==> src/rtl/core/base64url_stream_encoder_unit_assert.svh <==
// Assertion macros for the encoder top module.
`ifndef BASE64URL_STREAM_ENCODER_UNIT_ASSERT_SVH
`define BASE64URL_STREAM_ENCODER_UNIT_ASSERT_SVH

// Same-cycle implication, checked outside reset.
`define B64E_ASSERT_NOW(label, clk, rst_n, ante, cons) \
    label: assert property (@(posedge clk) disable iff (!rst_n) (ante) |-> (cons)) \
        else $error("assertion failed");

// Next-cycle implication, checked outside reset.
`define B64E_ASSERT_NEXT(label, clk, rst_n, ante, cons) \
    label: assert property (@(posedge clk) disable iff (!rst_n) (ante) |=> (cons)) \
        else $error("assertion failed");

`endif

==> src/rtl/core/b64e_pkg.sv <==
package b64e_pkg;

    // How many bits are left over from earlier bytes.
    typedef enum logic [2:0] {
        PH_0 = 3'b001,
        PH_2 = 3'b010,
        PH_4 = 3'b100
    } t_phase;

    // One or two characters produced by one byte.
    typedef struct packed {
        logic [6:0] char0;
        logic [6:0] char1;
        logic       two;
        logic       last;
    } t_pair;

    localparam logic [6:0] ASCII_UPPER_A = 7'h41;
    localparam logic [6:0] ASCII_LOWER_A = 7'h61;
    localparam logic [6:0] ASCII_ZERO    = 7'h30;
    localparam logic [6:0] ASCII_DASH    = 7'h2D;
    localparam logic [6:0] ASCII_UNDER   = 7'h5F;

    // Maps a 6-bit group to its URL-safe alphabet character.
    function automatic logic [6:0] encode_group(input logic [5:0] i_group);
        logic [6:0] v_group;
        logic [6:0] v_char;
        v_group = {1'b0, i_group};
        if (v_group < 7'd26) begin
            v_char = v_group + ASCII_UPPER_A;
        end else if (v_group < 7'd52) begin
            v_char = v_group - 7'd26 + ASCII_LOWER_A;
        end else if (v_group < 7'd62) begin
            v_char = v_group - 7'd52 + ASCII_ZERO;
        end else if (v_group == 7'd62) begin
            v_char = ASCII_DASH;
        end else begin
            v_char = ASCII_UNDER;
        end
        return v_char;
    endfunction

endpackage

==> src/rtl/core/b64e_if.sv <==
interface b64e_in_if;
    logic       valid;
    logic       ready;
    logic [7:0] data_byte;
    logic       final_byte;

    modport source (output valid, output data_byte, output final_byte, input ready);
    modport sink (input valid, input data_byte, input final_byte, output ready);
endinterface

interface b64e_out_if;
    logic       valid;
    logic       ready;
    logic [6:0] ascii_char;
    logic       last_char;

    modport source (output valid, output ascii_char, output last_char, input ready);
    modport sink (input valid, input ascii_char, input last_char, output ready);
endinterface

==> src/rtl/core/b64e_pack.sv <==
module b64e_pack (
    input  logic            i_clk,
    input  logic            i_rst_n,
    b64e_in_if.sink         i_byte,
    output logic            o_pair_valid,
    output b64e_pkg::t_pair o_pair,
    input  logic            i_pair_ready
);

    logic             r_iv;
    logic [7:0]       r_byte;
    logic             r_fin;
    b64e_pkg::t_phase r_phase;
    b64e_pkg::t_phase n_phase;
    logic [3:0]       r_lo;
    logic [3:0]       n_lo;
    logic [5:0]       w_g0;
    logic [5:0]       w_g1;
    logic             w_two;
    logic             w_move;

    assign w_move       = r_iv && i_pair_ready;
    assign i_byte.ready = !r_iv || i_pair_ready;

    always_ff @(posedge i_clk) begin
        if (!i_rst_n) begin
            r_iv <= 1'b0;
        end else if (i_byte.valid && i_byte.ready) begin
            r_iv <= 1'b1;
        end else if (w_move) begin
            r_iv <= 1'b0;
        end
    end

    always_ff @(posedge i_clk) begin
        if (i_byte.valid && i_byte.ready) begin
            r_byte <= i_byte.data_byte;
            r_fin  <= i_byte.final_byte;
        end
    end

    // Leftover bits sit right aligned in r_lo; the byte is appended below them.
    always_comb begin
        unique case (r_phase)
            b64e_pkg::PH_2: begin
                w_g0    = {r_lo[1:0], r_byte[7:4]};
                w_g1    = {r_byte[3:0], 2'b00};
                w_two   = r_fin;
                n_phase = r_fin ? b64e_pkg::PH_0 : b64e_pkg::PH_4;
                n_lo    = r_fin ? 4'd0 : r_byte[3:0];
            end
            b64e_pkg::PH_4: begin
                w_g0    = {r_lo, r_byte[7:6]};
                w_g1    = r_byte[5:0];
                w_two   = 1'b1;
                n_phase = b64e_pkg::PH_0;
                n_lo    = 4'd0;
            end
            default: begin
                w_g0    = r_byte[7:2];
                w_g1    = {r_byte[1:0], 4'b0000};
                w_two   = r_fin;
                n_phase = r_fin ? b64e_pkg::PH_0 : b64e_pkg::PH_2;
                n_lo    = r_fin ? 4'd0 : {2'b00, r_byte[1:0]};
            end
        endcase
    end

    always_ff @(posedge i_clk) begin
        if (!i_rst_n) begin
            r_phase <= b64e_pkg::PH_0;
            r_lo    <= 4'd0;
        end else if (w_move) begin
            r_phase <= n_phase;
            r_lo    <= n_lo;
        end
    end

    assign o_pair_valid = r_iv;
    assign o_pair.char0 = b64e_pkg::encode_group(w_g0);
    assign o_pair.char1 = b64e_pkg::encode_group(w_g1);
    assign o_pair.two   = w_two;
    assign o_pair.last  = r_fin;

endmodule

==> src/rtl/core/b64e_ser.sv <==
module b64e_ser (
    input  logic            i_clk,
    input  logic            i_rst_n,
    input  logic            i_pair_valid,
    input  b64e_pkg::t_pair i_pair,
    output logic            o_pair_ready,
    b64e_out_if.source      o_char
);

    logic            r_pv;
    b64e_pkg::t_pair r_pair;
    logic            r_idx;
    logic            w_at_end;
    logic            w_done;

    // The pair is finished when its final character leaves.
    assign w_at_end     = r_idx || !r_pair.two;
    assign w_done       = r_pv && o_char.ready && w_at_end;
    assign o_pair_ready = !r_pv || w_done;

    always_ff @(posedge i_clk) begin
        if (!i_rst_n) begin
            r_pv  <= 1'b0;
            r_idx <= 1'b0;
        end else if (i_pair_valid && o_pair_ready) begin
            r_pv  <= 1'b1;
            r_idx <= 1'b0;
        end else if (w_done) begin
            r_pv  <= 1'b0;
            r_idx <= 1'b0;
        end else if (r_pv && o_char.ready) begin
            r_idx <= 1'b1;
        end
    end

    always_ff @(posedge i_clk) begin
        if (i_pair_valid && o_pair_ready) begin
            r_pair <= i_pair;
        end
    end

    assign o_char.valid      = r_pv;
    assign o_char.ascii_char = r_idx ? r_pair.char1 : r_pair.char0;
    assign o_char.last_char  = r_pair.last && w_at_end;

endmodule

==> src/rtl/core/base64url_stream_encoder_unit.sv <==
// Unpadded base64url encoder, one raw byte per input beat.
// i_byte carries data_byte and final_byte; o_char carries one ASCII
// character of the URL-safe alphabet per beat, with last_char set on the
// final character of a message. Both channels use valid/ready.
// A byte yields one character, or two when it completes a 24-bit block or
// is final with leftover bits. Bytes pass an input register, then a pair
// register that the output serializer reads one character per cycle while
// the receiver is ready. The first character of a byte is offered once
// the byte has passed the input register and the pair register; a busy
// pair register can hold it in between. While the receiver is ready, one
// byte per cycle is taken for bytes that give one character; a byte that
// gives two holds the pair register until both leave the single output port.
// Reset (synchronous, active low) empties both registers and clears the
// leftover bits. When the receiver stalls, the current character holds and
// backpressure reaches i_byte once the input register is also full.
`include "base64url_stream_encoder_unit_assert.svh"

module base64url_stream_encoder_unit (
    input  logic       i_clk,
    input  logic       i_rst_n,
    b64e_in_if.sink    i_byte,
    b64e_out_if.source o_char
);

    logic            w_pair_valid;
    logic            w_pair_ready;
    b64e_pkg::t_pair w_pair;

    b64e_pack u_pack (
        .i_clk        (i_clk),
        .i_rst_n      (i_rst_n),
        .i_byte       (i_byte),
        .o_pair_valid (w_pair_valid),
        .o_pair       (w_pair),
        .i_pair_ready (w_pair_ready)
    );

    b64e_ser u_ser (
        .i_clk        (i_clk),
        .i_rst_n      (i_rst_n),
        .i_pair_valid (w_pair_valid),
        .i_pair       (w_pair),
        .o_pair_ready (w_pair_ready),
        .o_char       (o_char)
    );

    `B64E_ASSERT_NEXT(a_accept_fills, i_clk, i_rst_n, i_byte.valid && i_byte.ready, w_pair_valid)
    `B64E_ASSERT_NEXT(a_pair_holds, i_clk, i_rst_n, w_pair_valid && !w_pair_ready,
        w_pair_valid && $stable(w_pair))
    `B64E_ASSERT_NOW(a_char_when_pair_busy, i_clk, i_rst_n, !w_pair_ready, o_char.valid)

endmodule

==> src/flat_wrapper.sv <==
// flat-port wrapper written by rule: the top's interface ports become plain ports
module base64url_stream_encoder_unit_flat 
  (i_clk, i_rst_n, i_byte_valid, i_byte_data_byte, i_byte_final_byte, i_byte_ready, o_char_valid, o_char_ascii_char, o_char_last_char, o_char_ready);
  b64e_in_if i_byte_i ();
  b64e_out_if o_char_i ();
  input  logic i_clk;
  input  logic i_rst_n;
  input wire logic [$bits(i_byte_i.valid)-1:0] i_byte_valid;
  input wire logic [$bits(i_byte_i.data_byte)-1:0] i_byte_data_byte;
  input wire logic [$bits(i_byte_i.final_byte)-1:0] i_byte_final_byte;
  output wire logic [$bits(i_byte_i.ready)-1:0] i_byte_ready;
  output wire logic [$bits(o_char_i.valid)-1:0] o_char_valid;
  output wire logic [$bits(o_char_i.ascii_char)-1:0] o_char_ascii_char;
  output wire logic [$bits(o_char_i.last_char)-1:0] o_char_last_char;
  input wire logic [$bits(o_char_i.ready)-1:0] o_char_ready;
  assign i_byte_i.valid = i_byte_valid;
  assign i_byte_i.data_byte = i_byte_data_byte;
  assign i_byte_i.final_byte = i_byte_final_byte;
  assign i_byte_ready = i_byte_i.ready;
  assign o_char_valid = o_char_i.valid;
  assign o_char_ascii_char = o_char_i.ascii_char;
  assign o_char_last_char = o_char_i.last_char;
  assign o_char_i.ready = o_char_ready;
  base64url_stream_encoder_unit u_core (.i_clk(i_clk), .i_rst_n(i_rst_n), .i_byte(i_byte_i), .o_char(o_char_i));
endmodule
==> config.mk <==
export PLATFORM = sky130hd
export DESIGN_NAME = base64url_stream_encoder_unit_flat
export DESIGN_NICKNAME = d
export VERILOG_FILES = /design/src/rtl/core/b64e_pkg.sv /design/src/rtl/core/b64e_if.sv /design/src/rtl/core/b64e_pack.sv /design/src/rtl/core/b64e_ser.sv /design/src/rtl/core/base64url_stream_encoder_unit.sv /design/src/flat_wrapper.sv
export VERILOG_INCLUDE_DIRS = /design/src /design/src/rtl/core
export SDC_FILE = /design/constraint.sdc
export NUM_CORES = 1
export LEC_CHECK = 0
export ABC_AREA = 1
export BUFFER_PORTS_ARGS = -buffer_cell sky130_fd_sc_hd__clkbuf_2
export CORE_ASPECT_RATIO = 1.4
export CORE_MARGIN = 1.5
export CORE_UTILIZATION = 42
export CTS_CLUSTER_SIZE = 30
export DETAILED_ROUTE_END_ITERATION = 8
export PLACE_DENSITY_LB_ADDON = 0.05
export SKIP_CTS_REPAIR_TIMING = 1
export SYNTH_ARGS = -nofsm -noshare
export SYNTH_HDL_FRONTEND = slang
export SYNTH_HIERARCHICAL = 1
export SYNTH_SLANG_ARGS = --single-unit
==> constraint.sdc <==
create_clock -name i_clk -period 3.1 [get_ports i_clk]
set_input_delay 0.465 -clock i_clk [delete_from_list [all_inputs] [get_ports i_clk]]
set_output_delay 0.465 -clock i_clk [all_outputs]
set_load 0.1 [all_outputs]
==> Word level (Yosys, flattened, before mapping) <==
Index checks and enable logic that the tools add are counted.
{ "op_classes": {"n_reduce_logical": 14, "add_sub_neg": 10, "n_mux": 21, "order_cmp": 6, "n_bitwise": 1, "eq_ne": 4} }
{ "ops": {"columns": ["cell", "count"], "rows": [
  ["7-bit two-way mux", 9],
  ["6-bit less-than comparator (second input constant)", 4],
  ["6-bit case mux with 2 select lines", 2],
  ["6-bit by 7-bit adder with 7-bit output (second input constant)", 2],
  ["7-bit by 6-bit adder with 7-bit output (second input constant)", 2],
  ["7-bit adder (second input constant)", 2],
  ["6-bit by 5-bit subtractor with 7-bit output (second input constant)", 2],
  ["6-bit by 6-bit subtractor with 7-bit output (second input constant)", 2],
  ["6-bit == test (second input constant)", 2],
  ["6-bit by 5-bit less-than comparator with 1-bit output (second input constant)", 2],
  ["4-bit case mux with 2 select lines", 1],
  ["3-bit case mux with 2 select lines", 1],
  ["1-bit logical AND", 5],
  ["1-bit two-way mux", 4],
  ["2-bit two-way mux", 2],
  ["4-bit two-way mux", 1],
  ["2-bit nonzero test", 2],
  ["3-bit by 2-bit == test with 1-bit output (second input constant)", 1],
  ["3-bit == test (second input constant)", 1],
  ["1-bit zero test", 3],
  ["1-bit logical OR", 3],
  ["3-bit two-way mux", 1],
  ["3-bit OR reduction", 1],
  ["1-bit NOT", 1]
]} }
{ "word_totals": {"output_inout_bits": 10, "input_bits": 13, "elab_cells": 67, "register_bits": 35} }

==> Longest topological paths before layout <==
{ "depth": {"ltp_word": 7, "depth_mapped": 15, "depth_no_buf": 14} }

==> Hierarchy <==
Netlist, hierarchy kept.
{ "by_module_without_submodules": {"columns": ["module", "area_each_um2", "cells_per_inst", "instances", "seq_area_each_um2"], "rows": [
  ["b64e_pack", 1813.0, 273, 1, 430.4],
  ["b64e_ser", 698.2, 53, 1, 520.5]
]} }

==> Worst setup path after synthesis <==
No wires, ideal clock.
{ "synth_path": {"path_kind": "reg-to-output", "startpoint": "register u_core.u_ser.r_idx", "endpoint": "output port o_char_last_char", "arrival_ns": 2.652, "slack_ns": -0.017, "n_path_buf": 1, "path_stages_with_launch": 4, "required_ns": 2.635, "path_cell_list": "dfxtp_1 > buf_6 > inv_8 > a21boi_0"} }
{ "synth_via": {"elab_chain_len": 2} }
{ "synth_lines": {"columns": ["item", "line_no", "source"], "rows": [
  ["from (decl)", "b64e_ser.sv:12", "logic r_idx;"],
  ["from (signal assigned)", "b64e_ser.sv:24", "r_idx <= 1'b0;"],
  ["from (signal assigned)", "b64e_ser.sv:27", "r_idx <= 1'b0;"],
  ["from (signal assigned)", "b64e_ser.sv:30", "r_idx <= 1'b0;"],
  ["1-bit logical OR", "b64e_ser.sv:17", "assign w_at_end = r_idx || !r_pair.two;"],
  ["1-bit logical AND", "b64e_ser.sv:44", "assign o_char.last_char = r_pair.last && w_at_end;"],
  ["to (decl)", "flat_wrapper.sv:14", "output wire logic [$bits(o_char_i.last_char)-1:0] o_char_last_char;"]
]} }
No other way between the ends.

==> metrics.cfg <==
[critical_path]
crit_type=reg2reg
crit_required_ns=3.13
arrival_ns=2.41
reg2reg_slack_ns=0.71
rr_worst_depth=10
worstSetupEndpointType=register
start_kind=register
cp_max_fo=10

[final_layout]
layout.nets=370
diodes=0
fillers=587
drive_gt1_frac=0.217
final_area_sq_um=2750
syn_to_final_growth_pct=9.47
layout.cells.non_filler=421
fin_util=0.472

[detailed_routing]
num_vias=2110
wl_per_cell_microns=13.3
vias_per_cell=5.01
drt_first_pass_iters=4
wirelength_mm=5.60
ant_nets=0
drt-initial-drc-count=118
drc_errors=0

[yosys]
syn_nets=346
synth.avg_cell_area_sq_um=7.70
syn_inst=326
yosysSeqAreaShare=0.379
synth_area_sq_um=2510
async_flop_share=0
ys_types=34
dominantRegCellSynth=edfxtp_1
yosys_warnings=6
synth_edf_count=25
ys_ff_latch=35

[power_and_ir_drop]
p_clk_frac=0.313
p_int_uw=793
power_frac_seq=0.481
cellLeakagePower_nw=1.30
finalPower_mw=1.15
ir_drop_v=0.000251
combPwrFrac=0.206
power.density_nw_per_um2=418
netSwitchingFraction=0.309
p_switching_uw=355

[cts]
cts_tree=built
h-tree-depth=2
numCtsBuffers=5
clkTransAtPathRegs_ns=0.07
clk_latency_ns=0.28
cts_max_path_buffers=2
cts-root-buf=clkbuf_8
clock_sinks=35

[sta]
whs_ns=0.356
max_slew_margin=0.641
fin_tns_setup_ns=0
hold_viol=0
drv_slew=0
period_minus_slack_ns=2.39
fmax_mhz=419
setup_violations=0
post-route-period-util=0.770
worst_slew_pin_slew_ns=0.541
skew_ns=0.00463
timing.final.ws_setup_ns=0.713
rsz0062_at_grt=no

[global_route]
antenna_found_initial=0
track_usage=0.190
grt_pass1_vias=2010
grt_max_degree=18
gr-total-overflow=0
grt_pass1_wl_mm=9.23

[placement]
post_dp_cell_area_sq_um=2650
dp_worst_setup_slack_ns=0.772
gp_congestion=0.893
portBuffers=22
dpl.hpwl_mm=4.34
placedCellCount=413

[floorplan]
die-width_microns=68.4
num_rows=33
initial_core_util=0.431
die_y_microns=94.5
io_pins=23
die_area_sq_um=6460
core_sq_um=5820

[job]
maxCapViolations=0

[status]
status=complete, no violations

[min_path]
min_path_type=in2reg
min_path_cells=1

## cell usage after synthesis, types with 2 or more instances
master | instances | area (sq um)
nand2_4 | 6 | 67.6
nor2_2 | 4 | 25.0
nand3_1 | 32 | 160
nand3_4 | 4 | 70.1
edfxtp_1 | 25 | 751
nand4_1 | 2 | 12.5
xor2_1 | 3 | 26.3
o21ai_0 | 7 | 35.0
inv_2 | 4 | 15.0
nor2_4 | 6 | 67.6
o21ai_1 | 2 | 10.0
nor2_1 | 20 | 75.1
dfxtp_1 | 10 | 200
ha_1 | 7 | 87.6
xnor2_1 | 2 | 17.5
a21oi_1 | 15 | 75.1
inv_1 | 32 | 120
a21oi_2 | 2 | 17.5
nand2_2 | 7 | 43.8
nor3_1 | 2 | 10.0
nand3_2 | 5 | 50.1
buf_6 | 4 | 45.0
nand2_1 | 112 | 420
buf_4 | 2 | 15.0
or2_2 | 2 | 12.5
## cell usage in the layout, fill, tap and decap left out, drive strengths merged, types with 2 or more instances in the layout
cell	count
nand2	125
nand3	41
inv	37
clkbuf	30
nor2	30
edfxtp	25
a21oi	17
dfxtp	10
o21ai	10
ha	7
xor2	3
nand4	2
or2	2
xnor2	2
nor3	2
buf	2
a21boi	2
## path summary, 6_finish.rpt
check                                 from                     end
setup / recovery  u_core/u_pack/r_phase[2]  u_core/u_ser/r_pair[5]
hold / removal           i_byte_final_byte     u_core/u_pack/r_fin
setup reg to reg  u_core/u_pack/r_phase[2]  u_core/u_ser/r_pair[5]
hold reg to reg      u_core/u_pack/r_lo[3]   u_core/u_pack/r_lo[3]
## flip-flops by register name, indices dropped and copies added (netlist names)
name	flops
u_core/u_pack/r_lo	4
u_core/u_pack/r_byte	8
u_core/u_pack/r_phase	3
u_core/u_ser/r_idx	1
u_core/u_pack/r_fin	1
u_core/u_ser/r_pair	16
u_core/u_pack/o_pair_valid	1
u_core/u_ser/o_char.valid	1
## per-layer routing
layer  GRT usage  share of wire  wire, microns  up-vias
li1            -              -              -     1101
met1       0.207           0.41           2290      942
met2       0.347           0.53           2980       55
met3      0.0405          0.033            182       12
met4      0.0767          0.024            136        0
met5           0              0              0        -
## kinds of logic after synthesis
family,count (synthesis),synth area share
AOI/OAI and AO/OA,30,0.0683
xor gates and xnor gates,5,0.0174
adders and majority gates,7,0.0349
buffers and inverters,45,0.0902
DFF,35,0.379
and+or+nand+nor,204,0.411
## critical path, cell delays in order, from the launching register on
cell and delay [ns]:
dfxtp_1 0.58, nand2_1 0.09, nor2_1 0.24, nand2_1 0.11, nand2_2 0.17, inv_1 0.10, ha_1 0.25, inv_1 0.10
nand3_2 0.16, o21ai_0 0.22, o22ai_1 0.11
## cell type report
class / instances / area [sq um] / share of cell area
clock buffers: 8 / 100 / 0.0364
inverters: 38 / 151 / 0.0551
repair buffers: 24 / 125 / 0.0455
well taps: 70 / 87.6 / 0.0319
flip-flops and latches: 35 / 951 / 0.346
multi-input cells: 246 / 1330 / 0.485
## power by group through the flow
stage          clock [mW]  combinational, mW  sequential [mW]
2_1_floorplan           0              0.193            0.559
3_3_place_gp            0              0.237            0.562
3_5_place_dp            0              0.238            0.562
4_1_cts             0.375              0.238            0.552
5_1_grt             0.390              0.262            0.554
6_report            0.359              0.237            0.552
(Power assumes the default switching activity.)
